==> config.mk <==
export PLATFORM = sky130hd
export DESIGN_NAME = delta_zigzag_varint_feature_encoder_core
export DESIGN_NICKNAME = d
export VERILOG_FILES = /design/src/dzve_pkg.sv /design/src/dzve_seq.sv /design/src/dzve_dp.sv /design/src/delta_zigzag_varint_feature_encoder_core.sv
export SDC_FILE = /design/constraint.sdc
export NUM_CORES = 1
export LEC_CHECK = 0
export ABC_AREA = 1
export BUFFER_PORTS_ARGS = -buffer_cell sky130_fd_sc_hd__buf_2
export CORE_ASPECT_RATIO = 1.75
export CORE_UTILIZATION = 35
export DETAILED_ROUTE_END_ITERATION = 7
export PLACE_DENSITY = 0.5
export RECOVER_POWER = 100
export SLEW_MARGIN = 20
export SYNTH_ARGS = -nofsm -noshare
export SYNTH_HDL_FRONTEND = slang
export SYNTH_SLANG_ARGS = --single-unit
==> constraint.sdc <==
create_clock -name clk -period 7.85 [get_ports clk]
set_input_delay 1.1775 -clock clk [delete_from_list [all_inputs] [get_ports clk]]
set_output_delay 1.1775 -clock clk [all_outputs]
set_load 0.02 [all_outputs]
==> src/dzve_pkg.sv <==
// ----------------------------------------------------------------------------
// dzve_pkg: shared types and microcode for the delta/zigzag/varint encoder
// Payload structs, control words and the read-only sequencer program.
// ----------------------------------------------------------------------------
package dzve_pkg;

  // Input transaction: one sparse feature.
  typedef struct packed {
    logic [31:0] feature_index;
    logic [31:0] value_bits;
    logic        group_start;
  } feat_t;

  // Output transaction: one encoded byte.
  typedef struct packed {
    logic [7:0]  out_byte;
    logic        feature_done;
    logic [31:0] group_byte_count;
  } sym_t;

  localparam logic [31:0] ValPosOne = 32'h3F80_0000;
  localparam logic [31:0] ValNegOne = 32'hBF80_0000;
  localparam logic [31:0] CountMax  = 32'hFFFF_FFFF;
  localparam int          WordW     = 34;  // zigzag << 2 plus flags
  localparam int          StepW     = 3;

  typedef logic [StepW-1:0] step_t;

  // Branch conditions evaluated at the end of a step.
  typedef enum logic [1:0] {
    BR_NEXT    = 2'd0,  // fall through
    BR_ALWAYS  = 2'd1,  // jump to target
    BR_MORE    = 2'd2,  // jump while varint continues
    BR_NOT_GEN = 2'd3   // jump when value is +/-1.0 (no raw bytes)
  } br_t;

  typedef enum logic {
    SRC_VARINT = 1'b0,
    SRC_VALUE  = 1'b1
  } src_t;

  // One control word.
  typedef struct packed {
    logic  accept;   // wait for and load a feature
    logic  emit;     // wait for output slot and emit a byte
    src_t  src;      // byte source
    logic  last;     // marks last value byte
    br_t   br;
    step_t target;
  } ucode_t;

  // Program step addresses.
  localparam step_t StAccept = 3'd0;
  localparam step_t StVarint = 3'd1;
  localparam step_t StCheck  = 3'd2;
  localparam step_t StVal0   = 3'd3;
  localparam step_t StVal1   = 3'd4;
  localparam step_t StVal2   = 3'd5;
  localparam step_t StVal3   = 3'd6;

  // Datapath control from the sequencer.
  typedef struct packed {
    logic load;
    logic emit;
    src_t src;
    logic last;
  } dp_ctl_t;

  // Datapath status back to the sequencer.
  typedef struct packed {
    logic more;       // varint word still >= 128
    logic general;    // raw value bytes follow
    logic slot_free;  // output register can take a byte
  } dp_stat_t;

  function automatic ucode_t ucode_rom(step_t s);
    ucode_t uc;
    uc = '{accept: 1'b0, emit: 1'b0, src: SRC_VARINT, last: 1'b0,
           br: BR_ALWAYS, target: StAccept};
    unique case (s)
      StAccept: uc = '{accept: 1'b1, emit: 1'b0, src: SRC_VARINT, last: 1'b0,
                       br: BR_ALWAYS, target: StVarint};
      StVarint: uc = '{accept: 1'b0, emit: 1'b1, src: SRC_VARINT, last: 1'b0,
                       br: BR_MORE, target: StVarint};
      StCheck:  uc = '{accept: 1'b0, emit: 1'b0, src: SRC_VARINT, last: 1'b0,
                       br: BR_NOT_GEN, target: StAccept};
      StVal0:   uc = '{accept: 1'b0, emit: 1'b1, src: SRC_VALUE, last: 1'b0,
                       br: BR_NEXT, target: StAccept};
      StVal1:   uc = '{accept: 1'b0, emit: 1'b1, src: SRC_VALUE, last: 1'b0,
                       br: BR_NEXT, target: StAccept};
      StVal2:   uc = '{accept: 1'b0, emit: 1'b1, src: SRC_VALUE, last: 1'b0,
                       br: BR_NEXT, target: StAccept};
      StVal3:   uc = '{accept: 1'b0, emit: 1'b1, src: SRC_VALUE, last: 1'b1,
                       br: BR_ALWAYS, target: StAccept};
      default:  uc = '{accept: 1'b0, emit: 1'b0, src: SRC_VARINT, last: 1'b0,
                       br: BR_ALWAYS, target: StAccept};
    endcase
    return uc;
  endfunction

endpackage

==> src/dzve_seq.sv <==
// ----------------------------------------------------------------------------
// dzve_seq: microcode sequencer
// Step counter, program ROM lookup and conditional branching.
// ----------------------------------------------------------------------------
module dzve_seq (
  input  logic              clk,
  input  logic              rst,
  input  logic              feat_valid,
  input  dzve_pkg::dp_stat_t stat,
  output dzve_pkg::dp_ctl_t  ctl,
  output logic              feat_ready
);

  dzve_pkg::step_t  step;
  dzve_pkg::step_t  step_next;
  dzve_pkg::ucode_t uc;
  logic             go;

  assign uc = dzve_pkg::ucode_rom(step);

  // A step holds while its handshake cannot complete.
  assign go = !((uc.accept && !feat_valid) || (uc.emit && !stat.slot_free));

  assign feat_ready = uc.accept;
  assign ctl.load   = uc.accept && feat_valid;
  assign ctl.emit   = uc.emit && stat.slot_free;
  assign ctl.src    = uc.src;
  assign ctl.last   = uc.last;

  always_comb begin
    step_next = step;
    if (go) begin
      unique case (uc.br)
        dzve_pkg::BR_NEXT:    step_next = step + 1'b1;
        dzve_pkg::BR_ALWAYS:  step_next = uc.target;
        dzve_pkg::BR_MORE:    step_next = stat.more ? uc.target : step + 1'b1;
        dzve_pkg::BR_NOT_GEN: step_next = stat.general ? step + 1'b1 : uc.target;
        default:              step_next = dzve_pkg::StAccept;
      endcase
    end
  end

  always_ff @(posedge clk) begin
    if (rst) begin
      step <= dzve_pkg::StAccept;
    end else begin
      step <= step_next;
    end
  end

endmodule

==> src/dzve_dp.sv <==
// ----------------------------------------------------------------------------
// dzve_dp: encoder datapath
// Delta/zigzag word build, varint and value shifters, byte count, output reg.
// ----------------------------------------------------------------------------
module dzve_dp (
  input  logic               clk,
  input  logic               rst,
  input  dzve_pkg::feat_t    feat,
  input  dzve_pkg::dp_ctl_t  ctl,
  output dzve_pkg::dp_stat_t stat,
  input  logic               sym_ready,
  output logic               sym_valid,
  output dzve_pkg::sym_t     sym
);

  logic [31:0]                prev_index;
  logic [31:0]                byte_total;
  logic [31:0]                byte_total_next;
  logic [dzve_pkg::WordW-1:0] word;
  logic [dzve_pkg::WordW-1:0] word_next;
  logic [31:0]                val;
  logic                       general;
  logic [31:0]                base;
  logic [31:0]                diff;
  logic [31:0]                zz;
  logic                       is_neg_one;
  logic                       is_general;

  // Word build at load.
  assign base       = feat.group_start ? 32'd0 : prev_index;
  assign diff       = feat.feature_index - base;
  assign zz         = {diff[30:0], 1'b0} ^ {32{diff[31]}};
  assign is_neg_one = (feat.value_bits == dzve_pkg::ValNegOne);
  assign is_general = !is_neg_one && (feat.value_bits != dzve_pkg::ValPosOne);
  assign word_next  = {zz, is_general, is_neg_one};

  assign stat.more      = (word[dzve_pkg::WordW-1:7] != '0);
  assign stat.general   = general;
  assign stat.slot_free = !sym_valid || sym_ready;

  assign byte_total_next = (byte_total == dzve_pkg::CountMax) ? byte_total
                                                              : byte_total + 32'd1;

  always_ff @(posedge clk) begin
    if (rst) begin
      prev_index <= '0;
      byte_total <= '0;
      sym_valid  <= 1'b0;
    end else begin
      if (ctl.load) begin
        prev_index <= feat.feature_index;
        if (feat.group_start) begin
          byte_total <= '0;
        end
      end
      if (ctl.emit) begin
        byte_total <= byte_total_next;
        sym_valid  <= 1'b1;
      end else if (sym_ready) begin
        sym_valid  <= 1'b0;
      end
    end
  end

  // Payload registers.
  always_ff @(posedge clk) begin
    if (ctl.load) begin
      word    <= word_next;
      val     <= feat.value_bits;
      general <= is_general;
    end
    if (ctl.emit) begin
      sym.group_byte_count <= byte_total_next;
      if (ctl.src == dzve_pkg::SRC_VARINT) begin
        sym.out_byte     <= {stat.more, word[6:0]};
        sym.feature_done <= !stat.more && !general;
        word             <= word >> 7;
      end else begin
        sym.out_byte     <= val[7:0];
        sym.feature_done <= ctl.last;
        val              <= val >> 8;
      end
    end
  end

endmodule

==> src/delta_zigzag_varint_feature_encoder_core.sv <==
// ----------------------------------------------------------------------------
// delta_zigzag_varint_feature_encoder_core: sparse feature byte encoder
// Delta-codes hashed indices, zigzags them, emits base-128 varints plus
// raw float bytes for general values.
// ----------------------------------------------------------------------------
// Usage:
//   feat channel (feat_valid/feat_ready/feat): one transaction per sparse
//   feature. group_start clears the previous index and the byte count
//   before that feature is encoded.
//   sym channel (sym_valid/sym_ready/sym): one transaction per encoded byte,
//   varint bytes first, then four value bytes (LSB first) unless the value
//   is exactly +1.0 or -1.0. feature_done marks the last byte of a feature.
//   Steps: a microcoded sequencer spends one step accepting the feature,
//   one step per varint byte (1..5), one step on the raw-value branch and
//   one step per value byte (0 or 4). The first byte is loaded into the
//   output register by the varint step that follows the accept step, once
//   the output register is free.
//   The output register frees the sequencer: a byte waiting on sym_ready
//   does not block work until the next byte is due; then the step holds.
//   Reset clears the step counter, previous index, byte count and the
//   output valid; the block then waits for a feature.
// ----------------------------------------------------------------------------
module delta_zigzag_varint_feature_encoder_core (
  input  logic            clk,
  input  logic            rst,
  input  logic            feat_valid,
  output logic            feat_ready,
  input  dzve_pkg::feat_t feat,
  output logic            sym_valid,
  input  logic            sym_ready,
  output dzve_pkg::sym_t  sym
);

  // Control words from the program ROM, status back from the datapath.
  dzve_pkg::dp_ctl_t  ctl;
  dzve_pkg::dp_stat_t stat;

  dzve_seq u_seq (
    .clk        (clk),
    .rst        (rst),
    .feat_valid (feat_valid),
    .stat       (stat),
    .ctl        (ctl),
    .feat_ready (feat_ready)
  );

  dzve_dp u_dp (
    .clk       (clk),
    .rst       (rst),
    .feat      (feat),
    .ctl       (ctl),
    .stat      (stat),
    .sym_ready (sym_ready),
    .sym_valid (sym_valid),
    .sym       (sym)
  );

  // Sequencer sits in the load step for exactly one accepted transaction.
  a_one_load: assert property (@(posedge clk) disable iff (rst)
    (feat_valid && feat_ready) |=> !feat_ready)
    else $error("feature accepted twice in a row");

  // A byte that is not the last of its feature means more bytes are owed.
  a_no_early_ready: assert property (@(posedge clk) disable iff (rst)
    (sym_valid && !sym.feature_done) |-> !feat_ready)
    else $error("ready for a new feature before the last byte");

  // Every emitted byte is counted.
  a_count_nonzero: assert property (@(posedge clk) disable iff (rst)
    sym_valid |-> (sym.group_byte_count != 32'd0))
    else $error("byte emitted with zero group count");

  // Output register never loads while a byte is stalled.
  a_no_overwrite: assert property (@(posedge clk) disable iff (rst)
    (sym_valid && !sym_ready) |-> !ctl.emit)
    else $error("output register overwritten while stalled");

endmodule
* Word-level counts from Yosys, hierarchy flattened
Cells that the tools add are included.
** Storage, ports and cells
- Register bits :: 176
- Bits in latches :: 0
- Bits in writable memories :: 0
- Memory bits (read-only) :: 0
- Input port bits :: 69
- Word-level logic and storage cells :: 66
- Memories kept :: 0
** Cells by class
- Add/sub/neg operators :: 3
- Multiply operators :: 0
- Divide/modulo/power cells :: 0
- $lt $le $gt $ge :: 0
- Eq/ne operators :: 12
- Shifts and indexed selects :: 0
- Mux-type cells :: 18
- Bitwise gates (word level) :: 1
- Reductions and logical operators :: 22
** Operator list (count)
- $mux 32 :: 8
- $mux 34 :: 3
- $eq 32x32->1 const B :: 2
- $pmux 9 s5 :: 1
- $add 32x1->32 const B :: 1
- $ne 32x30->1 const B :: 1
- $sub 32x32->32 :: 1
- $xor 32x32->32 :: 1
- $reduce_bool 27->1 :: 1
- $pmux 3 s4 :: 1
- $eq 3x3->1 const B :: 3
- $mux 9 :: 1
- $eq 3x2->1 const B :: 2
- $logic_and 1x1->1 :: 6
- $logic_not 1->1 :: 6
- $mux 3 :: 2
- $reduce_bool 2->1 :: 3
- $eq 2x2->1 const B :: 2
- $add 3x1->3 const B :: 1
- $eq 3x1->1 const B :: 1
- $logic_not 3->1 :: 1
- $reduce_or 3->1 :: 1
- $eq 2x1->1 const B :: 1
- $logic_not 2->1 :: 1
- 3 further kinds :: 5

* Depth between registers and ports, before layout
- Word-level depth :: 7
- Gate-level depth with buffers :: 21
- Gate-level depth less buffers :: 20

* By module
Synthesis repeated with hierarchy kept, for this count alone.
** Unflattened totals
- Cells, all modules :: 1677
- Area, all modules :: 11167.0 µm²
** Modules (own cells, without submodules)
- dzve_dp :: instances 1, cells an instance 1611, area each 10785.3 µm², seq. area each 3883.7 µm²
- dzve_seq :: instances 1, cells an instance 66, area each 381.6 µm², seq. area each 60.1 µm²

* Least setup slack after synthesis
Ideal clock, no wire load.
- Path type :: input -> register
- From :: in feat[0] (netlist name)
- To :: reg u_dp.word[29] (netlist name)
- Library setup time :: 0.117 ns
- Data arrival time :: 3.313 ns
- Path slack :: 4.420 ns
- Cell stages on the path :: 20
- Cells stage by stage :: inv_1 -> clkbuf_1 -> buf_1 -> nand2_1 -> ha_1 -> nand2_1 -> nand2_1 -> a21oi_1 -> nand2_2 -> nand2_1 -> nand2_2 -> nand2_2 -> nand2_1 -> nand2_1 -> nand2_1 -> buf_4 -> nand3_1 -> nand2_1 -> nor2_1 -> nor2_1
** Between the ends
- Longest elaborated chain between the ends :: 6
** Ends and longest elaborated chain
- from (decl) :: RTL line delta_zigzag_varint_feature_encoder_core.sv:28 : input dzve_pkg::feat_t feat,
- $mux 32 (*) :: RTL line dzve_dp.sv:30 : assign base = feat.group_start ? 32'd0 : prev_index;
- $sub 32x32->32 (*) :: RTL line dzve_dp.sv:31 : assign diff = feat.feature_index - base;
- $xor 32x32->32 (*) :: RTL line dzve_dp.sv:32 : assign zz = {diff[30:0], 1'b0} ^ {32{diff[31]}};
- $mux 34 (*) :: RTL line dzve_dp.sv:67 : if (ctl.load) begin
- $mux 34 :: RTL line dzve_dp.sv:74 : if (ctl.src == dzve_pkg::SRC_VARINT) begin
- $mux 34 (*) :: RTL line dzve_dp.sv:72 : if (ctl.emit) begin
- to (signal assigned) :: RTL line dzve_dp.sv:68 : word <= word_next;
- to (signal assigned) :: RTL line dzve_dp.sv:77 : word <= word >> 7;
- to (decl) :: RTL line dzve_dp.sv:19 : logic [dzve_pkg::WordW-1:0] word;
Mark *: on every way between the ends. The rest lies on a longest branch, timed or not.
A chain may end at the register's enable or synchronous reset.

* Worst setup path after layout
- From :: reg u_seq.step[0]
- To :: reg u_dp.byte_total[5]
** Between the ends
- Longest elaborated chain between the ends :: 6
** Ends and longest elaborated chain
- from (decl) :: RTL line dzve_seq.sv:14 : dzve_pkg::step_t step;
- from (signal assigned) :: RTL line dzve_seq.sv:45 : step <= dzve_pkg::StAccept;
- from (signal assigned) :: RTL line dzve_seq.sv:47 : step <= step_next;
- $eq 3x2->1 / $eq 3x3->1 (equally long branches) :: RTL line dzve_pkg.sv:80 : unique case (s)
- $reduce_or 3->1 (no source line)
- $pmux 9 s5 (*) :: RTL line dzve_pkg.sv:80
- $logic_and 1x1->1 (on tied branches) :: RTL line dzve_seq.sv:26, dzve_seq.sv:25
- $reduce_bool 2->1 (no source line)
- $reduce_and 2->1 (no source line)
- to (signal assigned) :: RTL line dzve_dp.sv:57 : byte_total <= byte_total_next;
- to (decl) :: RTL line dzve_dp.sv:17 : logic [31:0] byte_total;
Marks and branches as above.

==> flow_summary.json <==
{
  "violations": "max-capacitance violations, max-slew violations",
  "syn-cell-area_um2": 11320,
  "drc_errors": 0,
  "cts_resized": 0,
  "status": "complete, but fails checks",
  "syn_inst": 1721,
  "cap_violations": 6,
  "routed_wl_um": 34210,
  "fp.dieH_um": 239.9,
  "hold_violations": 0,
  "cp_slowest_stage_delay_ns": 1.60,
  "fin_skew_ns": 0.007305,
  "antenna_cells": 0,
  "grt_pass1_vias": 10420,
  "rsz0062_at_grt": "false",
  "fmax_mhz": 177.2,
  "initialDrtViolationCount": 529,
  "synth_nets": 1835,
  "swShare": 0.4352,
  "synthToLayoutAreaGrowth_pct": 9.672,
  "cts_inserted_buffers": 17,
  "clock-root-buffer": "clkbuf_16",
  "rows": 86,
  "clock_path_buffers": 2,
  "clock_power_share": 0.206,
  "cts_tree": "built",
  "start_util": 0.3578,
  "critPathSlowestCell": "clkbuf_2",
  "dp_slack_ns": 2.825,
  "syn_area_per_cell_um2": 6.577,
  "grt_pass1_wl_um": 53670,
  "worstPathMaxFanout": 104,
  "met3_usage": 0.02657,
  "core_area_um2": 31640,
  "yosys-top-cells-area": "dfxtp_1 (24%), nand2_1 (19%), edfxtp_1 (11%)",
  "p_per_area_nw_per_um2": 314.3,
  "fin_crit_sh": 0.7189,
  "cp.arrival_ns": 5.90,
  "seqCellArea_um2": 3944,
  "io_pins": 112,
  "grt_start_max_net_pins": 105,
  "wl_per_cell_um": 15.51,
  "p_int_w": 0.002204,
  "synth_top_cell_by_area": "dfxtp_1",
  "grt.busiest_layer": "met2",
  "grtUsageTotal": 0.2155,
  "finalMaxSlewViolations": 322,
  "die_width_um": 137.9,
  "clock_latency_ns": 0.45,
  "synth_edf_count": 42,
  "p_switching_w": 0.001698,
  "required_ns": 8.11,
  "ys.flop_type": "dfxtp_1",
  "gr-usage-met1": 0.1931,
  "yosysMostFrequentCell": "nand2_1",
  "post_cts_buffers": 0,
  "fin_area_um2": 12410,
  "crit_chain": "inv_1, ha_1, inv_1, nor2_1, inv_1, nor2_4, clkbuf_1, clkbuf_2, a21oi_4, nand2_1, a21oi_2",
  "clock-sinks": 176,
  "combPwrFrac": 0.432,
  "maxSlewHeadroom": -0.6437,
  "finalWorstSetupSlack_ns": 2.207,
  "worst_pin_slew_ns": 2.457,
  "drive_above_1_share": 0.07739,
  "hp-class": "reg -> reg",
  "die-area_um2": 33090,
  "cts.clk_slew.worst_paths_ns": 0.07,
  "hpwl_um": 26410,
  "endpoint_kind": "flop",
  "finalSetupViolCount": 0,
  "cellLeakagePower_nw": 6.052,
  "ys_seq_elements": 176,
  "htree_levels": 4,
  "synth-seq-area-share": 0.3484,
  "grt_util_met2": 0.4371,
  "post_dp_cell_area_um2": 12120,
  "peakVddDrop_uv": 194.1,
  "globalRoute.totalOverflow": 0,
  "async_reset_ff_frac": 0,
  "start_kind": "flop",
  "nNetsFinal": 1910,
  "critPathKind": "reg -> reg",
  "tns_ns": 0,
  "gp_congestion": 0.9329,
  "synth_cell_types": 48,
  "sequentialPowerShare": 0.362,
  "timing.hold.ws_ns": 0.4626,
  "antenna_found_initial": 0,
  "yosys-top-cells-count": "nand2_1 (571), inv_1 (256), nor2_1 (160), dfxtp_1 (134), nand3_1 (112)",
  "fill_cells": 3559,
  "multiInputGateArea_um2": 5928,
  "postRouteAntennaNets": 0,
  "fin_total_pwr_w": 0.003902,
  "vias": 10740,
  "crit_top_cell": "inv_1",
  "cts_hold_buf": 0,
  "viasPerCell": 4.869,
  "firstDrtPassIters": 5,
  "fin_crit_ns": 5.643,
  "io_buffers": 111,
  "yosys_warnings": 0,
  "synth_top_area_frac": 0.2370
}
kinds of logic after synthesis:
| group | share of synthesized area |
|---|---|
| AO/OA/AOI/OAI | 0.08478 |
| XOR/XNOR | 0.01846 |
| adder cells (fa/ha/maj) | 0.05040 |
| buffers and inverters | 0.1142 |
| flip-flops | 0.3484 |
| AND/OR/NAND/NOR | 0.3838 |
cell type report:
class	instances	share of cell area
clock buffers	17	0.03427
clock inverters	15	0.008668
flip-flops and latches	176	0.3177
repair buffers	116	0.04213
well taps	396	0.03991
inverters	264	0.07982
multi-input cells	1221	0.4775
cells in the final DEF, fill, tap and decap left out, types with 3 or more instances in the layout:
cell type / synthesis / routed
buf_2: 22 / 66
or2_2: 5 / 5
clkinv_2: 0 / 4
or2_0: 3 / 4
inv_6: 0 / 5
nor3_1: 19 / 19
nor2_1: 160 / 165
nand3_2: 16 / 4
a21oi_2: 7 / 3
nor4_1: 4 / 4
nand3b_1: 32 / 32
a21oi_1: 59 / 62
inv_1: 256 / 258
clkbuf_16: 0 / 17
nand2_1: 571 / 573
ha_1: 44 / 44
inv_2: 8 / 6
nor3_4: 3 / 3
dfxtp_1: 134 / 134
clkbuf_1: 22 / 48
xor2_1: 9 / 9
nand2_2: 13 / 12
o21ai_0: 69 / 71
xnor2_1: 13 / 13
nand4_1: 19 / 20
a31oi_1: 27 / 27
edfxtp_1: 42 / 42
nand3_1: 112 / 126
registers in the layout, summed over array words and instances, names as in the netlist:
signal / cells
u_dp.byte_total: 32
u_seq.step: 3
u_dp.prev_index: 32
u_dp.val: 32
u_dp.word: 34
u_dp.sym: 41
u_dp.sym_valid: 1
u_dp.general: 1
power groups by stage:
| stage | registers, W | logic (W) | clock network [W] |
|---|---|---|---|
| 2_1_floorplan | 0.00149 | 0.00119 | 0 |
| 3_3_place_gp | 0.00142 | 0.00171 | 0 |
| 3_5_place_dp | 0.00142 | 0.00173 | 0 |
| 4_1_cts | 0.00141 | 0.00173 | 0.000828 |
| 5_1_grt | 0.00145 | 0.00194 | 0.000857 |
| 6_report | 0.00141 | 0.00169 | 0.000803 |
final timing paths:
check	from	end	slack [ns]	cells after the start
setup / recovery	u_seq.step[0]	u_dp.byte_total[5]	2.21	11
hold / removal	u_dp.val[29]	u_dp.val[29]	0.46	2
setup reg to reg	u_seq.step[0]	u_dp.byte_total[5]	2.21	11
hold reg to reg	u_dp.val[29]	u_dp.val[29]	0.46	2
worst max-delay path, delay by kind of cell (launching register included):
| kind | cells | cell delay [ns] |
|---|---|---|
| compound gates | 2 | 0.66 |
| fa+ha+maj | 1 | 0.19 |
| flops | 1 | 0.38 |
| buf+inv | 5 | 3.51 |
| simple gates | 3 | 0.60 |
layer usage:
layer | vias to the layer above | wire [µm] | share of wire
met5 | - | 0 | 0
met4 | 0 | 1932 | 0.056
met3 | 92 | 747 | 0.022
met2 | 194 | 19880 | 0.58
met1 | 4892 | 11650 | 0.34
li1 | 5559 | - | -
through the flow:
| stage | instances | utilization |
|---|---|---|
| floorplan | 1721 | - |
| global placement | 2173 | 0.3831 |
| detailed placement | 2173 | 0.3831 |
| CTS | 2205 | 0.3999 |
| global route | 2205 | 0.3924 |
| finish | 2205 | 0.3924 |
No activity file was read; power rests on OpenSTA's default activity.
